[src/rtl/zbsf_pkg.sv]
`timescale 1ns / 1ps
`default_nettype none

package zbsf_pkg;

	localparam int COL_W   = 6;
	localparam int ROW_W   = 5;
	localparam int X_W     = 8;
	localparam int DEPTH_W = 8;
	localparam int GLYPH_W = 8;

	// Configuration register indexes
	localparam int CFG_IDX_W  = 1;
	localparam int CFG_DATA_W = 6;
	localparam logic [CFG_IDX_W-1:0] REG_SATURATION_MODE = 1'b0;
	localparam logic [CFG_IDX_W-1:0] REG_LEFT_LIMIT      = 1'b1;

	localparam logic [CFG_DATA_W-1:0] LEFT_LIMIT_RESET = 6'd2;
	localparam logic [DEPTH_W-1:0]    DEPTH_FARTHEST   = 8'hFF;

	// Stream payload widths; the tdata widths are whole bytes
	localparam int S_TDATA_W = 40;
	localparam int S_TUSER_W = 3;
	localparam int M_TDATA_W = 24;

	typedef logic [COL_W-1:0] col_t;

	// Clamped span: columns hi down to lo are examined
	typedef struct packed {
		logic empty;
		col_t hi;
		col_t lo;
	} span_t;

	typedef enum logic [1:0] {
		ST_CLEAR,
		ST_IDLE,
		ST_READ,
		ST_CHECK
	} state_t;

endpackage

`default_nettype wire

[src/rtl/zbsf_span.sv]
`timescale 1ns / 1ps
`default_nettype none

module zbsf_span #(
	parameter int SCREEN_COLUMNS = 40
) (
	input  wire                                  sat_mode,
	input  wire  [zbsf_pkg::CFG_DATA_W-1:0]      left_limit,
	input  wire  signed [zbsf_pkg::X_W-1:0]      x_first,
	input  wire  signed [zbsf_pkg::X_W-1:0]      x_second,
	input  wire                                  first_is_right,
	input  wire                                  first_saturated,
	input  wire                                  second_saturated,
	output zbsf_pkg::span_t                      span
);

	localparam logic signed [8:0] COL_MAX = 9'(SCREEN_COLUMNS - 1);

	logic signed [8:0] lx, rx, ll, start_raw, stop_raw, start_c, stop_c;
	logic              lsat, rsat;

	always_comb begin
		ll = signed'({3'b000, left_limit});
		if (first_is_right) begin
			lx   = 9'(x_second);
			lsat = second_saturated;
			rx   = 9'(x_first);
			rsat = first_saturated;
		end else begin
			lx   = 9'(x_first);
			lsat = first_saturated;
			rx   = 9'(x_second);
			rsat = second_saturated;
		end

		if (sat_mode) begin
			start_raw = lsat ? ll : lx;
			stop_raw  = rsat ? COL_MAX : rx;
		end else begin
			start_raw = (lx > ll) ? lx : ll;
			stop_raw  = (rx < COL_MAX) ? rx : COL_MAX;
		end

		// safety clamp onto the screen
		start_c = (start_raw < 9'sd0) ? 9'sd0 : start_raw;
		stop_c  = (stop_raw > COL_MAX) ? COL_MAX : stop_raw;

		span.empty = (stop_c <= start_c);
		span.hi    = stop_c[zbsf_pkg::COL_W-1:0];
		span.lo    = start_c[zbsf_pkg::COL_W-1:0] + 6'd1;
	end

endmodule

`default_nettype wire

[config.mk]
export PLATFORM = sky130hd
export DESIGN_NAME = zbsf_span
export DESIGN_NICKNAME = d
export VERILOG_FILES = /design/src/rtl/zbsf_pkg.sv /design/src/rtl/zbsf_span.sv
export SDC_FILE = /design/constraint.sdc
export NUM_CORES = 1
export LEC_CHECK = 0
export ABC_CLOCK_PERIOD_IN_PS = 5800
export CORE_MARGIN = 2
export CORE_UTILIZATION = 45
export DETAILED_ROUTE_END_ITERATION = 16
export DONT_BUFFER_PORTS = 1
export GPL_ROUTABILITY_DRIVEN = 0
export PLACE_DENSITY = 0.7
export SLEW_MARGIN = 20
export SYNTH_ARGS = -nofsm -noshare
export SYNTH_HDL_FRONTEND = slang
export SYNTH_SLANG_ARGS = --single-unit
[constraint.sdc]
create_clock -name vclk -period 5.8
set_input_delay 0.87 -clock vclk [all_inputs]
set_output_delay 0.87 -clock vclk [all_outputs]
set_load 0.01 [all_outputs]
==> flow_summary.json, run 1 <==
{
  "path_class": "primary input to primary output",
  "stdcell_count": 152,
  "grt_pass1_wl_mm": 4.19,
  "grt_max_degree": 24,
  "gr-total-overflow": 0,
  "fin_crit_ns": 5.06,
  "vdd_drop_max_mv": 0.0431,
  "setup_viol": 0,
  "drt_pass1_iterations": 4,
  "hold_slack_ns": 1.92,
  "ant_nets": 0,
  "finalWorstSetupSlack_ns": 0.739,
  "avgSynthCellArea_um2": 7.69,
  "cp.required_ns": 4.93,
  "path_buf_inv": 1,
  "hold_path_class": "primary input to primary output",
  "first_iter_violations": 28,
  "grt_antenna_before_repair": 0,
  "cp-start-kind": "primary input",
  "drive_gt1_share_pct": 12.8,
  "netlist_area_um2": 985,
  "dp_cells": 152,
  "outcome": "completed",
  "dieArea_mm2": 0.00258,
  "ff_latch_area_um2": 0,
  "synth_fp_nets": 169,
  "cts_repair_resize_count": 0,
  "cp_num_cells": 18,
  "seq_cells": 0,
  "p_per_area_mw_per_mm2": 108,
  "ys_top_cells_by_count": "ha_1, a21oi_1, mux2i_1",
  "design_area_um2": 997,
  "hold_path_end": "span[7]",
  "netlist_instances": 128,
  "slew_headroom_pct": 73.4,
  "leakage_nw": 0.441,
  "drt-total-wl_mm": 2.53,
  "synth_top_cell_by_area": "ha_1",
  "wl_per_cell_um": 16.6,
  "synth_top_area_share_pct": 19.1,
  "placed_cell_area_um2": 997,
  "max_stage_delay_ns": 0.33,
  "vias": 955,
  "timing.final.hold_violations": 0,
  "hold_depth": 2,
  "worstHoldStart": "x_second[1]",
  "pre_cts_ws_ns": 0.776,
  "synth_area_leaders": "ha_1, mux2i_1, a21oi_1",
  "worstPathArrival_ns": 4.19,
  "antenna_cells": 0,
  "io_pins": 39,
  "worst-path-max-fanout": 23,
  "crit_family": "compound AO/OA/AOI/OAI gates",
  "dp_hpwl_mm": 2.23,
  "die_h_um": 50.8,
  "core-area_mm2": 0.00202,
  "yosysWarningCount": 0,
  "cp-end-kind": "primary output",
  "final_max_slew_viol_count": 0,
  "maxCapViolations": 0,
  "synth_cell_type_count": 42,
  "rsz0062_at_grt": "no",
  "fin_nets": 168,
  "routed_via_density": 6.28,
  "portBuffers": 0,
  "syn_to_final_growth_pct": 1.27,
  "synth.most_common_cell": "ha_1",
  "ys_seq_area_share_pct": 0,
  "max_freq_ghz": 0.198,
  "worst-slew-pin-transition_ns": 0.388,
  "fin_crit_sh_pct": 87.3,
  "die_x_um": 50.8,
  "grt_pass1_vias": 973,
  "grt.total_usage_pct": 20.5,
  "start_util_pct": 48.7,
  "crit_slowest_cell": "mux2i_1",
  "drc": 0,
  "holdBufCountCts": 0,
  "num_rows": 16,
  "setup_tns_ns": 0,
  "path_cells": "mux2i_1 -> inv_1 -> ha_1 -> nand4_1 -> o221ai_1 -> a21oi_1 -> o21a_2 -> nor2_1 -> a21oi_1 -> or2_2 -> ha_1 -> nand4_1 -> nor2_1 -> nor2_1 -> nand2_1 -> a21oi_1 -> nor2b_1 -> o221ai_1",
  "n_clock_buffer": 0,
  "cts_setup_buffers": 0
}
==> layout make-up <==
type	instances	area, µm²
fill	206	1020
inverter	8	30.0
multi-input combinational	117	933
tap	27	33.8
==> kinds of logic after synthesis <==
logic type	Yosys count	share of synthesized area, %
compound gates	33	26.9
xor+xnor	4	3.56
fa+ha+maj	15	19.1
buf+inv	11	5.21
mux	19	21.0
simple gates	46	24.3
==> metal layers <==
layer	global-route usage (%)	wire length, µm	part of all wire [%]	up-vias
met3	3.27	210	8.3	2
met5	0	0	0	-
met4	1.35	20	0.79	0
met1	24.1	1060	42	441
met2	39.9	1240	49	37
li1	-	-	-	475
==> worst max path at each step <==
stage | start | endpoint | slack (ns)
2_1_floorplan | first_is_right | span[12] | 0.87
3_5_place_dp | first_is_right | span[12] | 0.78
5_1_grt | first_is_right | span[12] | 0.38
6_report | first_is_right | span[12] | 0.74
3_3_place_gp | first_is_right | span[12] | 0.88
4_1_cts | first_is_right | span[12] | 0.77
==> power breakdown <==
group / leakage, nW / internal (mW) / switching, mW / total (mW)
sequential: 0 / 0 / 0 / 0
clock: 0 / 0 / 0 / 0
combinational: 0.441 / 0.0451 / 0.0628 / 0.108
==> metrics by stage <==
stage / util [%] / total power [mW]
finish: 49.3 / 0.108
global route: 49.3 / 0.120
detailed placement: 49.3 / 0.107
CTS: 49.3 / 0.108
floorplan: - / 0.0923
global placement: 49.3 / 0.104
==> cells in the final DEF, fill, tap and decap left out, types with 2 or more instances in the layout <==
cell       n
ha_1      15
a21oi_1   12
mux2i_1   11
nand2_1   10
nor2_1     9
inv_1      8
nor2b_1    5
mux2_2     5
and3_1     4
nor3_1     4
nand4_1    3
nand3_1    3
o221ai_1   3
xnor2_1    3
o21ai_0    2
a22oi_1    2
a21o_1     2
or2_2      2
Note: power is estimated with default switching activity, not from simulation.
==> run 2, diff against run 1 <==
Settings changed: ABC_CLOCK_PERIOD_IN_PS 5800 to 5500.
Clock period 5.8 ns to 5.5 ns, I/O delays scaled along.
==> run 2 against run 1 <==
  * Routed wire length shrank 2.7%
  * Combinational power increased by 5%
  * Critical path depth unchanged
  * Total power rose by 5.1%
  * Via count decreased by 1.0%
  * Flip-flop and latch count unchanged
  * Sequential share of layout area did not move
  * Die area is the same
  * Critical endpoint unchanged
  * Highest routed layer unchanged
==> flow_summary.json, run 2 (synthesis results as in run 1) <==
{
  "ant_nets": 0,
  "p_per_area_mw_per_mm2": 114,
  "first_iter_violations": 17,
  "dieArea_mm2": 0.00258,
  "drt-total-wl_mm": 2.46,
  "fin_crit_ns": 4.98,
  "grt_pass1_wl_mm": 3.97,
  "dp_cells": 152,
  "routed_via_density": 6.22,
  "worst-slew-pin-transition_ns": 0.424,
  "hold_path_class": "primary input to primary output",
  "path_buf_inv": 1,
  "placed_cell_area_um2": 997,
  "n_clock_buffer": 0,
  "drt_pass1_iterations": 4,
  "path_class": "primary input to primary output",
  "crit_slowest_cell": "mux2i_1",
  "gr-total-overflow": 0,
  "final_cell_mix": "ha_1, a21oi_1, mux2i_1",
  "seq_cells": 0,
  "core-area_mm2": 0.00202,
  "grt_antenna_before_repair": 0,
  "antenna_cells": 0,
  "cp-start-kind": "primary input",
  "cts_repair_resize_count": 0,
  "grt.total_usage_pct": 19.2,
  "path_cells": "mux2i_1 -> inv_1 -> ha_1 -> nand4_1 -> o221ai_1 -> a21oi_1 -> o21a_2 -> nor2_1 -> a21oi_1 -> or2_2 -> ha_1 -> nand4_1 -> nor2_1 -> nor2_1 -> nand2_1 -> a21oi_1 -> nor2b_1 -> o221ai_1",
  "die_x_um": 50.8,
  "timing.final.hold_violations": 0,
  "start_util_pct": 48.7,
  "portBuffers": 0,
  "outcome": "completed",
  "dp_hpwl_mm": 2.15,
  "drive_gt1_share_pct": 12.8,
  "hold_slack_ns": 1.83,
  "setup_viol": 0,
  "rsz0062_at_grt": "no",
  "fill_cells": 212,
  "holdBufCountCts": 0,
  "finalWorstSetupSlack_ns": 0.524,
  "worstPathArrival_ns": 4.15,
  "leakage_nw": 0.441,
  "cp.required_ns": 4.68,
  "max_freq_ghz": 0.201,
  "syn_to_final_growth_pct": 1.27,
  "wl_per_cell_um": 16.2,
  "die_h_um": 50.8,
  "cp-end-kind": "primary output",
  "maxCapViolations": 0,
  "crit_family": "compound AO/OA/AOI/OAI gates",
  "final_core_util_pct": 49.3,
  "multi_input_area_um2": 933,
  "io_pins": 39,
  "fin_crit_sh_pct": 90.5,
  "worst-path-max-fanout": 23,
  "vias": 945,
  "design_area_um2": 997,
  "power_mw": 0.113,
  "ff_latch_area_um2": 0,
  "cts_setup_buffers": 0,
  "layout_commonest_cell": "ha_1",
  "grt_pass1_vias": 916,
  "setup_tns_ns": 0,
  "final_max_slew_viol_count": 0,
  "drc": 0,
  "fin_nets": 168,
  "grt_max_degree": 24,
  "num_rows": 16,
  "pre_cts_ws_ns": 0.564,
  "vdd_drop_max_mv": 0.0398,
  "slew_headroom_pct": 71.0,
  "stdcell_count": 152,
  "max_stage_delay_ns": 0.36
}
run 2: cell counts in the layout (fill, tap and decap cells not counted):
No cell type changed its count.
run 2: area by class of cell:
class	count	area share, %
well taps	27	3.39
multi-input cells	117	93.6
inverters	8	3.01
run 2: per-layer routing:
layer,wire length (µm),GRT usage (%),vias to the layer above
met4,12,0.901,0
met2,1180,36.0,34
met3,181,2.38,2
met1,1090,24.4,435
met5,0,0,-
li1,-,-,474
run 2: power breakdown:
| part | leakage (nW) | switching (mW) | internal, mW |
|---|---|---|---|
| registers | 0 | 0 | 0 |
| clock network | 0 | 0 | 0 |
| logic | 0.441 | 0.0656 | 0.0478 |
run 2: final timing paths:
check                 startpoint        to  slack [ns]  cells past startpoint
setup / recovery  first_is_right  span[12]        0.52                     18
hold / removal       x_second[1]   span[7]        1.83                      2
==> run 3, diff against run 2 <==
Settings changed: CORE_MARGIN 2 to 4.
==> run 3 against run 2 <==
  * Hold slack better by 0.0038 ns
  * Maximum frequency up 1.0%
  * Non-clock buffer count unchanged
  * First-iteration DRC count fell by 18%
  * Die area up 16%
  * Design area is the same
==> flow_summary.json, run 3 (synthesis results as in run 1) <==
{
  "cp.required_ns": 4.68,
  "fill_cells": 205,
  "worstHoldStart": "x_second[1]",
  "hold_slack_ns": 1.83,
  "outcome": "completed",
  "timing.final.hold_violations": 0,
  "setup_viol": 0,
  "startpoint": "first_is_right",
  "drt_pass1_iterations": 4,
  "cp-start-kind": "primary input",
  "drive_gt1_share_pct": 12.8,
  "layout_commonest_cell": "ha_1",
  "rsz0062_at_grt": "no",
  "cp-end-kind": "primary output",
  "die_h_um": 54.8,
  "path_class": "primary input to primary output",
  "pre_cts_ws_ns": 0.624,
  "finalWorstSetupSlack_ns": 0.575,
  "io_pins": 39,
  "n_clock_buffer": 0,
  "grt_antenna_before_repair": 0,
  "ant_nets": 0,
  "seq_cells": 0,
  "crit_slowest_cell": "mux2_2",
  "vdd_drop_max_mv": 0.0483,
  "max_freq_ghz": 0.203,
  "setup_tns_ns": 0,
  "wl_per_cell_um": 16.5,
  "worst-slew-pin-transition_ns": 0.403,
  "leakage_nw": 0.441,
  "maxCapViolations": 0,
  "vias": 956,
  "grt_max_degree": 24,
  "ff_latch_area_um2": 0,
  "gr-total-overflow": 0,
  "hold_depth": 2,
  "grt_pass1_vias": 867,
  "worstPathArrival_ns": 4.10,
  "cts_repair_resize_count": 0,
  "fin_crit_ns": 4.92,
  "portBuffers": 0,
  "p_per_area_mw_per_mm2": 113,
  "holdBufCountCts": 0,
  "grt.total_usage_pct": 16.8,
  "num_rows": 16,
  "final_cell_mix": "ha_1, a21oi_1, mux2i_1",
  "path_cells": "mux2_2 -> ha_1 -> nand4_1 -> o221ai_1 -> a21oi_1 -> o21a_2 -> nor2_1 -> a21oi_1 -> or2_2 -> ha_1 -> a21oi_1 -> nor2b_1 -> o21ai_0 -> nand2_1 -> a21oi_1 -> nor2b_1 -> o221ai_1",
  "final_max_slew_viol_count": 0,
  "antenna_cells": 0,
  "grt_pass1_wl_mm": 3.82,
  "first_iter_violations": 14,
  "fin_crit_sh_pct": 89.5,
  "slew_headroom_pct": 73.1,
  "start_util_pct": 48.7,
  "cts_setup_buffers": 0,
  "routed_via_density": 6.29,
  "fin_nets": 168,
  "syn_to_final_growth_pct": 1.27,
  "dieArea_mm2": 0.00300,
  "cp_num_cells": 17,
  "core-area_mm2": 0.00202,
  "power_mw": 0.113,
  "dp_hpwl_mm": 2.22,
  "path_buf_inv": 0,
  "drt-total-wl_mm": 2.51,
  "final_core_util_pct": 49.3,
  "drc": 0,
  "crit_top_cell": "a21oi_1",
  "hold_path_class": "primary input to primary output",
  "worst-path-max-fanout": 23,
  "crit_family": "compound AO/OA/AOI/OAI gates",
  "die_x_um": 54.8,
  "max_stage_delay_ns": 0.35
}
## run 3: path summary, 6_finish.rpt
path	slack [ns]	end
setup / recovery	0.58	span[12]
hold / removal	1.83	span[7]
## run 3: per-stage QoR
stage / instances / instance area (µm²)
after floorplan: 128 / 985
after global placement: 152 / 997
after detailed placement: 152 / 997
after CTS: 152 / 997
after global routing: 152 / 997
final: 152 / 997
## run 3: layout make-up
class	instances	area (µm²)	area share [%]
inverter	8	30.0	3.01
multi-input combinational	117	933	93.6
tap	27	33.8	3.39
## run 3: metal layers
layer | vias up | track usage [%] | wire length [µm]
li1 | 475 | - | -
met1 | 447 | 20.7 | 1020
met2 | 32 | 30.1 | 1220
met3 | 2 | 3.27 | 248
met4 | 0 | 2.49 | 21
met5 | - | 0 | 0
## run 3: power by group
| group | leakage [nW] | switching (mW) | total [mW] | internal (mW) |
|---|---|---|---|---|
| registers | 0 | 0 | 0 | 0 |
| clock network | 0 | 0 | 0 | 0 |
| logic | 0.441 | 0.0656 | 0.113 | 0.0474 |
| total | 0.441 | 0.0656 | 0.113 | 0.0474 |
